<file path="src/sv/spq_pkg.sv">
`default_nettype none

package spq_pkg;

  // Width of the fixed-size word fields.
  localparam int unsigned VALUE_BITS    = 32;
  localparam int unsigned PRIORITY_BITS = 16;
  localparam int unsigned COUNT_BITS    = 5;

  typedef enum logic [1:0] {
    ACT_ENQUEUE = 2'd0,
    ACT_DEQUEUE = 2'd1,
    ACT_REPORT  = 2'd2
  } spq_action_t;

  typedef enum logic [1:0] {
    ST_DONE     = 2'd0,
    ST_FULL     = 2'd1,
    ST_EMPTY    = 2'd2
  } spq_status_t;

  typedef struct packed {
    logic [1:0]               action;
    logic [VALUE_BITS-1:0]    item_value;
    logic [PRIORITY_BITS-1:0] item_priority;
  } spq_in_t;

  typedef struct packed {
    logic                     head_valid;
    logic [VALUE_BITS-1:0]    head_value;
    logic [PRIORITY_BITS-1:0] head_priority;
    logic [COUNT_BITS-1:0]    entry_count;
    logic [1:0]               status;
  } spq_out_t;

  // Per-cycle command broadcast to every cell of the chain.
  typedef struct packed {
    logic enq;
    logic deq;
  } spq_ctl_t;

endpackage

`default_nettype wire

</file>
<file path="src/sv/sorted_priority_queue_core.sv">
// Sorted priority queue built as a chain of compare-and-shift cells.
// Input channel (in_valid/in_ready/in_word) carries one command word: enqueue
// a value with a priority, dequeue the head, or just report the head.
// Output channel (out_valid/out_ready/out_word) returns one word per command
// with the head entry, a head-valid flag, the entry count and a status code.
// Every cell compares its stored priority with the incoming one in parallel
// and either holds, loads the new entry, or takes its left neighbor's entry;
// a dequeue moves every entry one cell toward the head. Equal priorities
// therefore leave in arrival order.
// The result word is valid the cycle after the command is accepted, and the
// queue takes one command per cycle while the output is not stalled; the
// cell registers double as the output register.
// While a result word is stalled by out_ready low, in_ready is low and the
// queue holds. A full queue drops an enqueue and reports it; a dequeue on an
// empty queue changes nothing and reports it.
// Reset (rst_n low, synchronous) empties the queue and the output register.
`default_nettype none

module sorted_priority_queue_core #(
  parameter int DEPTH          = 16,
  parameter int VALUE_WIDTH    = 32,
  parameter int PRIORITY_WIDTH = 16
) (
  input  wire logic              clk,
  input  wire logic              rst_n,
  input  wire logic              in_valid,
  output logic                   in_ready,
  input  wire spq_pkg::spq_in_t  in_word,
  output logic                   out_valid,
  input  wire logic              out_ready,
  output spq_pkg::spq_out_t      out_word
);
  import spq_pkg::*;

  // Stored widths never exceed the word fields, which carry at most 32/16 bits.
  localparam int VW = (VALUE_WIDTH < int'(VALUE_BITS)) ? VALUE_WIDTH : int'(VALUE_BITS);
  localparam int PW = (PRIORITY_WIDTH < int'(PRIORITY_BITS)) ?
                      PRIORITY_WIDTH : int'(PRIORITY_BITS);
  localparam int CW = $clog2(DEPTH + 1);

  logic              in_fire;
  logic              out_valid_r;
  logic [CW-1:0]     count_r, count_nxt;
  logic [1:0]        status_r, status_nxt;
  spq_ctl_t          ctl;

  logic [VW-1:0]     new_value;
  logic [PW-1:0]     new_prio;

  logic [DEPTH-1:0]  cell_keep;
  logic [DEPTH-1:0]  cell_used;
  logic [VW-1:0]     cell_value [DEPTH];
  logic [PW-1:0]     cell_prio  [DEPTH];

  // The queue state only advances when the previous word has been taken or is
  // being taken in this cycle, so the cells can drive the result word directly.
  assign in_ready  = !out_valid_r || out_ready;
  assign in_fire   = in_valid && in_ready;
  assign out_valid = out_valid_r;

  assign new_value = in_word.item_value[VW-1:0];
  assign new_prio  = in_word.item_priority[PW-1:0];

  // Decode the command into a broadcast shift request for the chain and the next count and status.
  always_comb begin
    ctl        = '0;
    count_nxt  = count_r;
    status_nxt = ST_DONE;
    if (in_fire) begin
      unique case (in_word.action)
        ACT_ENQUEUE: begin
          if (count_r == CW'(DEPTH)) begin
            status_nxt = ST_FULL;
          end else begin
            ctl.enq   = 1'b1;
            count_nxt = count_r + 1'b1;
          end
        end
        ACT_DEQUEUE: begin
          if (count_r == '0) begin
            status_nxt = ST_EMPTY;
          end else begin
            ctl.deq   = 1'b1;
            count_nxt = count_r - 1'b1;
          end
        end
        default: begin
          status_nxt = ST_DONE;
        end
      endcase
    end else begin
      status_nxt = status_r;
    end
  end

  always_ff @(posedge clk) begin
    if (!rst_n) begin
      out_valid_r <= 1'b0;
      count_r     <= '0;
      status_r    <= ST_DONE;
    end else begin
      count_r  <= count_nxt;
      status_r <= status_nxt;
      if (in_fire) begin
        out_valid_r <= 1'b1;
      end else if (out_ready) begin
        out_valid_r <= 1'b0;
      end
    end
  end

  // The chain: cell 0 is the head. Each cell sees its left neighbor's keep
  // decision and entry (for insertion) and its right neighbor's entry (for
  // removal). Beyond the tail the chain feeds in an empty entry.
  for (genvar i = 0; i < DEPTH; i++) begin : g_cell
    logic          l_keep;
    logic          l_used;
    logic [VW-1:0] l_value;
    logic [PW-1:0] l_prio;
    logic          r_used;
    logic [VW-1:0] r_value;
    logic [PW-1:0] r_prio;

    if (i == 0) begin : g_head
      assign l_keep  = 1'b1;
      assign l_used  = 1'b0;
      assign l_value = '0;
      assign l_prio  = '0;
    end else begin : g_mid
      assign l_keep  = cell_keep[i-1];
      assign l_used  = cell_used[i-1];
      assign l_value = cell_value[i-1];
      assign l_prio  = cell_prio[i-1];
    end

    if (i == DEPTH - 1) begin : g_tail
      assign r_used  = 1'b0;
      assign r_value = '0;
      assign r_prio  = '0;
    end else begin : g_body
      assign r_used  = cell_used[i+1];
      assign r_value = cell_value[i+1];
      assign r_prio  = cell_prio[i+1];
    end

    spq_cell #(
      .VW (VW),
      .PW (PW)
    ) u_cell (
      .clk         (clk),
      .rst_n       (rst_n),
      .ctl         (ctl),
      .new_value   (new_value),
      .new_prio    (new_prio),
      .left_keep   (l_keep),
      .left_used   (l_used),
      .left_value  (l_value),
      .left_prio   (l_prio),
      .right_used  (r_used),
      .right_value (r_value),
      .right_prio  (r_prio),
      .keep        (cell_keep[i]),
      .used        (cell_used[i]),
      .value       (cell_value[i]),
      .prio        (cell_prio[i])
    );
  end

  // Result word straight from the head cell; an empty head reads as zero.
  always_comb begin
    out_word               = '0;
    out_word.head_valid    = cell_used[0];
    out_word.entry_count   = COUNT_BITS'(count_r);
    out_word.status        = status_r;
    if (cell_used[0]) begin
      out_word.head_value    = VALUE_BITS'(cell_value[0]);
      out_word.head_priority = PRIORITY_BITS'(cell_prio[0]);
    end
  end

  // The head flag follows the count.
  a_head_matches_count: assert property (@(posedge clk) disable iff (!rst_n)
    cell_used[0] == (count_r != '0))
    else $error("head valid disagrees with entry count");

  // Occupied cells form a contiguous run from the head, as long as the count.
  a_used_contiguous: assert property (@(posedge clk) disable iff (!rst_n)
    (((cell_used + 1'b1) & cell_used) == '0) && ($countones(cell_used) == count_r))
    else $error("occupied cells are not a contiguous run of count entries");

  // A dequeue on an empty queue is reported and leaves the count at zero.
  a_empty_dequeue: assert property (@(posedge clk) disable iff (!rst_n)
    (in_fire && (in_word.action == ACT_DEQUEUE) && (count_r == '0)) |=>
      ((status_r == ST_EMPTY) && (count_r == '0)))
    else $error("dequeue on empty queue not reported");

  // The chain holds while a result word is stalled.
  a_stall_holds: assert property (@(posedge clk) disable iff (!rst_n)
    (out_valid && !out_ready) |=> $stable(count_r) && $stable(cell_used))
    else $error("queue changed while result word was stalled");

endmodule

`default_nettype wire

</file>
<file path="src/sv/spq_cell.sv">
`default_nettype none

module spq_cell #(
  parameter int VW = 32,
  parameter int PW = 16
) (
  input  wire logic             clk,
  input  wire logic             rst_n,
  input  wire spq_pkg::spq_ctl_t ctl,
  input  wire logic [VW-1:0]    new_value,
  input  wire logic [PW-1:0]    new_prio,
  input  wire logic             left_keep,
  input  wire logic             left_used,
  input  wire logic [VW-1:0]    left_value,
  input  wire logic [PW-1:0]    left_prio,
  input  wire logic             right_used,
  input  wire logic [VW-1:0]    right_value,
  input  wire logic [PW-1:0]    right_prio,
  output logic                  keep,
  output logic                  used,
  output logic [VW-1:0]         value,
  output logic [PW-1:0]         prio
);
  import spq_pkg::*;

  logic          used_r, used_nxt;
  logic [VW-1:0] value_r, value_nxt;
  logic [PW-1:0] prio_r, prio_nxt;

  // A cell keeps its entry when the entry is ahead of the new one.
  assign keep = used_r && (prio_r <= new_prio);

  always_comb begin
    used_nxt  = used_r;
    value_nxt = value_r;
    prio_nxt  = prio_r;
    if (ctl.enq) begin
      if (!keep) begin
        if (left_keep) begin
          used_nxt  = 1'b1;
          value_nxt = new_value;
          prio_nxt  = new_prio;
        end else begin
          used_nxt  = left_used;
          value_nxt = left_value;
          prio_nxt  = left_prio;
        end
      end
    end else if (ctl.deq) begin
      used_nxt  = right_used;
      value_nxt = right_value;
      prio_nxt  = right_prio;
    end
  end

  always_ff @(posedge clk) begin
    if (!rst_n) begin
      used_r <= 1'b0;
    end else begin
      used_r <= used_nxt;
    end
  end

  always_ff @(posedge clk) begin
    value_r <= value_nxt;
    prio_r  <= prio_nxt;
  end

  assign used  = used_r;
  assign value = value_r;
  assign prio  = prio_r;

endmodule

`default_nettype wire
</file>
<file path="config.mk">
export PLATFORM = sky130hd
export DESIGN_NAME = sorted_priority_queue_core
export DESIGN_NICKNAME = d
export VERILOG_FILES = /design/src/sv/spq_pkg.sv /design/src/sv/sorted_priority_queue_core.sv /design/src/sv/spq_cell.sv
export SDC_FILE = /design/constraint.sdc
export NUM_CORES = 2
export LEC_CHECK = 0
export BUFFER_PORTS_ARGS = -buffer_cell sky130_fd_sc_hd__buf_2
export CORE_ASPECT_RATIO = 1.5
export CORE_MARGIN = 10
export CORE_UTILIZATION = 45
export CTS_BUF_LIST = sky130_fd_sc_hd__clkbuf_4
export CTS_CLUSTER_SIZE = 16
export DETAILED_ROUTE_END_ITERATION = 12
export GPL_ROUTABILITY_DRIVEN = 0
export GPL_TIMING_DRIVEN = 0
export PLACE_DENSITY = 0.61
export SLEW_MARGIN = 20
export SYNTH_ARGS = -nofsm -noshare
export SYNTH_HDL_FRONTEND = slang
export SYNTH_SLANG_ARGS = --single-unit
</file>
<file path="constraint.sdc">
create_clock -name clk -period 7.1 [get_ports clk]
set_input_delay 0.71 -clock clk [delete_from_list [all_inputs] [get_ports clk]]
set_output_delay 0.71 -clock clk [all_outputs]
set_load 0.05 [all_outputs]
</file>
==> summary.txt <==
Status
  • Status: completed

Detailed routing
  • DRC viols: 0
  • Final WL: 161 mm
  • First-pass detailed-route iteration total: 6
  • Antenna Nets Post-Route: 0
  • Avg Vias per Cell: 5.99
  • WL per Instance: 25.2 um
  • Total number of vias: 38300
  • Initial drt markers: 3463

Finish
  • Core Util, Final: 51.5%
  • Area grow syn2layout: 13.4%
  • Most common cell after layout, fill and taps aside: nand2_1
  • Nets: 5227
  • Most frequent cells in the layout: 840 x nand2_1, 768 x edfxtp_1, 482 x mux2i_1, 360 x a21oi_1, 349 x o21ai_0
  • Share of cells above drive strength 1: 12.2%
  • Design area: 52100 um2
  • Fill cells: 9552

Logic synthesis
  • Async SR Flop Fraction: 0%
  • Flops & latches, synth: 792
  • Mapped Nets: 4839
  • Count of cell types in the netlist: 62
  • Yosys synthesis warning count: 0
  • Syn avg cell area: 10.2 um2
  • Post-synth EDFFs: 768
  • Area of the mapped netlist: 45900 um2
  • Top FF cell, synth: edfxtp_1
  • Sequential area share after synthesis: 51.2%
  • Post-Syn Instances: 4525

Clock tree
  • Clock Tree Buf Depth: 3
  • Clock transition at path regs: 0.07 ns
  • CTS Sinks: 792
  • Post-CTS Setup Bufs: 0
  • Root buffer cell: clkbuf_4
  • H-tree depth: 4
  • Cts bufs inserted: 198
  • CTS tree: done
  • Clk_lat worst skew: 1.23 ns

Power and ir drop
  • VDD IR max: 0.127 mV
  • P_leak: 19.8 nW
  • Pwr/cell area: 219 nW/um2

Placed design
  • Port Buf Inserts: 111
  • DP Area: 49100 um2
  • DPL Wire Length: 124 mm

Global route
  • Gr ovfl total: 0
  • Vias in the first global route: 40000
  • Largest net degree at the start of global routing: 49
  • Initial antenna violation count: 6
  • First-pass GRT wire length: 239 mm
  • GRT Total Usage: 27.4%

Worst setup path
  • Slowest cell on crit path: inv_1
  • Reg-to-Reg Start: out_valid
  • Worst Path Max Fanout: 19
  • CP endpoint kind: flip-flop
  • CP Launch Type: primary input
  • Critical path startpoint: in_word[10]
  • Crit path required time: 7.96 ns
  • Crit path arrival time: 5.54 ns
  • Critical Path Max Stage Delay: 0.76 ns
  • Worst-path cell chain: dlygate4sd3_1 -> buf_2 -> inv_1 -> ha_1 -> o21ai_0 -> o22ai_1 -> nor2_1 -> a211oi_1 -> nor2_1 -> buf_2 -> buf_1 -> o21ai_4 -> buf_16
  • Crit Path Category: primary input to flip-flop
  • R2R depth: 8

Worst hold path
  • Hold Startpoint: in_word[15]
  • Min-Delay Path Depth: 3
  • Hold Crit Class: primary input to flip-flop

Floorplanning
  • Core Rows: 143
  • Starting Density: 45.4%
  • Die area: 116000 um2
  • Placeable Area: 101000 um2
  • Die width: 281 um
  • IO Pins: 112
  • DIE HEIGHT: 411 um

STA
  • Minimum clock period: 4.69 ns
  • Relative slew slack: 21.9%
  • Worst slew pin tran: 1.17 ns
  • Max frequency: 213 MHz
  • Final setup violating endpoints: 0
  • Hold Fails Final Rpt: 0
  • Fin crit share: 66.0%
  • Max-slew violation total from the final report: 0
  • Setup Skew: 0.0606 ns
  • Unrepaired setup endpoints after global routing: false

Flow run
  • Max Cap Viol: 0
-- cells in the mapped netlist (all sizes together) (8+ instances only) --
cell type / instances / area [um2]
a2111oi: 8 / 90.1
a211o: 47 / 412
a211oi: 9 / 67.6
a21boi: 8 / 60.1
a21o: 28 / 210
a21oi: 361 / 1810
a41oi: 15 / 131
and2: 52 / 325
and3: 12 / 75.1
buf: 165 / 850
clkbuf: 189 / 709
dfxtp: 24 / 480
edfxtp: 768 / 23100
ha: 259 / 3240
inv: 51 / 191
mux2i: 482 / 4820
nand2: 843 / 3160
nand2b: 9 / 56.3
nand3: 16 / 80.1
nand4: 47 / 307
nor2: 277 / 1040
nor2b: 20 / 125
nor3: 113 / 566
nor3b: 34 / 255
nor4: 11 / 75.1
o211ai: 9 / 67.6
o21ai: 543 / 2720
o221ai: 14 / 123
o22ai: 50 / 313
-- stage by stage --
stage               cells  setup WS (ns)  total power [mW]   TNS, ns  hold slack [ns]
global route         6377           2.39              11.8         0           0.0187
detailed placement   5968           1.86              7.40         0            0.500
global placement     5941          -3.69              7.32  -1036.52            0.490
finish               6386           2.41              11.4         0           0.0829
floorplan            4525          0.753              6.73         0            0.473
CTS                  6371           2.57              11.4         0          0.00231
-- cell families after synthesis --
logic type	synth area share (%)
multiplexers	10.5
flip-flops	51.2
adder cells (fa/ha/maj)	7.10
AO/OA/AOI/OAI	13.8
XOR/XNOR	0.0762
AND/OR/NAND/NOR	13.5
buffers and inverters	3.81
-- state kept, by name, summed over array words and instances, names as in the netlist --
| register | flops |
|---|---|
| status_r | 2 |
| out_valid | 1 |
| g_cell.u_cell.used | 16 |
| g_cell.u_cell.prio | 256 |
| count_r | 5 |
| g_cell.u_cell.value | 512 |
-- routing by layer --
metal	vias up	GRT usage (%)	share of wire (%)
met3	452	4.38	5.2
met1	18900	30.6	38
met4	2	16.1	6.1
met2	1443	48.6	51
met5	-	0	0.0043
li1	17500	-	-
-- repair_timing --
action                                 in CTS  in global routing
hold buffers                               50                  0
gates resized for setup                     0                  0
endpoints found under the hold margin     164                  0
-- worst max-delay path, delay by kind of cell --
family	cells	cell delay (ns)
buffers and inverters	6	2.36
AO/OA/AOI/OAI	4	1.71
AND/OR/NAND/NOR	2	0.38
adder cells (fa/ha/maj)	1	0.31
-- area by class of cell --
| type | instances | area, um2 | share of cell area (%) |
|---|---|---|---|
| clock buffers | 291 | 2180 | 4.19 |
| plain buffers | 354 | 1560 | 3.00 |
| inverters | 51 | 191 | 0.367 |
| clock inverters | 62 | 323 | 0.619 |
| repair buffers | 188 | 1800 | 3.45 |
| flip-flops and latches | 792 | 23500 | 45.2 |
| multi-input cells | 3328 | 20800 | 40.0 |
| well taps | 1305 | 1630 | 3.13 |
| diodes | 15 | 37.5 | 0.0720 |
-- where the power goes --
group | leakage [nW] | switching [mW] | internal [mW]
Sequential | 7.27 | 0.192 | 5.45
Clock | 1.50 | 2.07 | 1.98
Combinational | 11.1 | 1.12 | 0.581
-- final timing paths --
check | end | slack, ns
hold reg to reg | status_r[0] | 0.51
setup reg to reg | g_cell[13].u_cell.value[13] | 2.90
hold / removal | g_cell[4].u_cell.prio[15] | 0.08
setup / recovery | g_cell[14].u_cell.value[18] | 2.41
(Power assumes the default switching activity.)
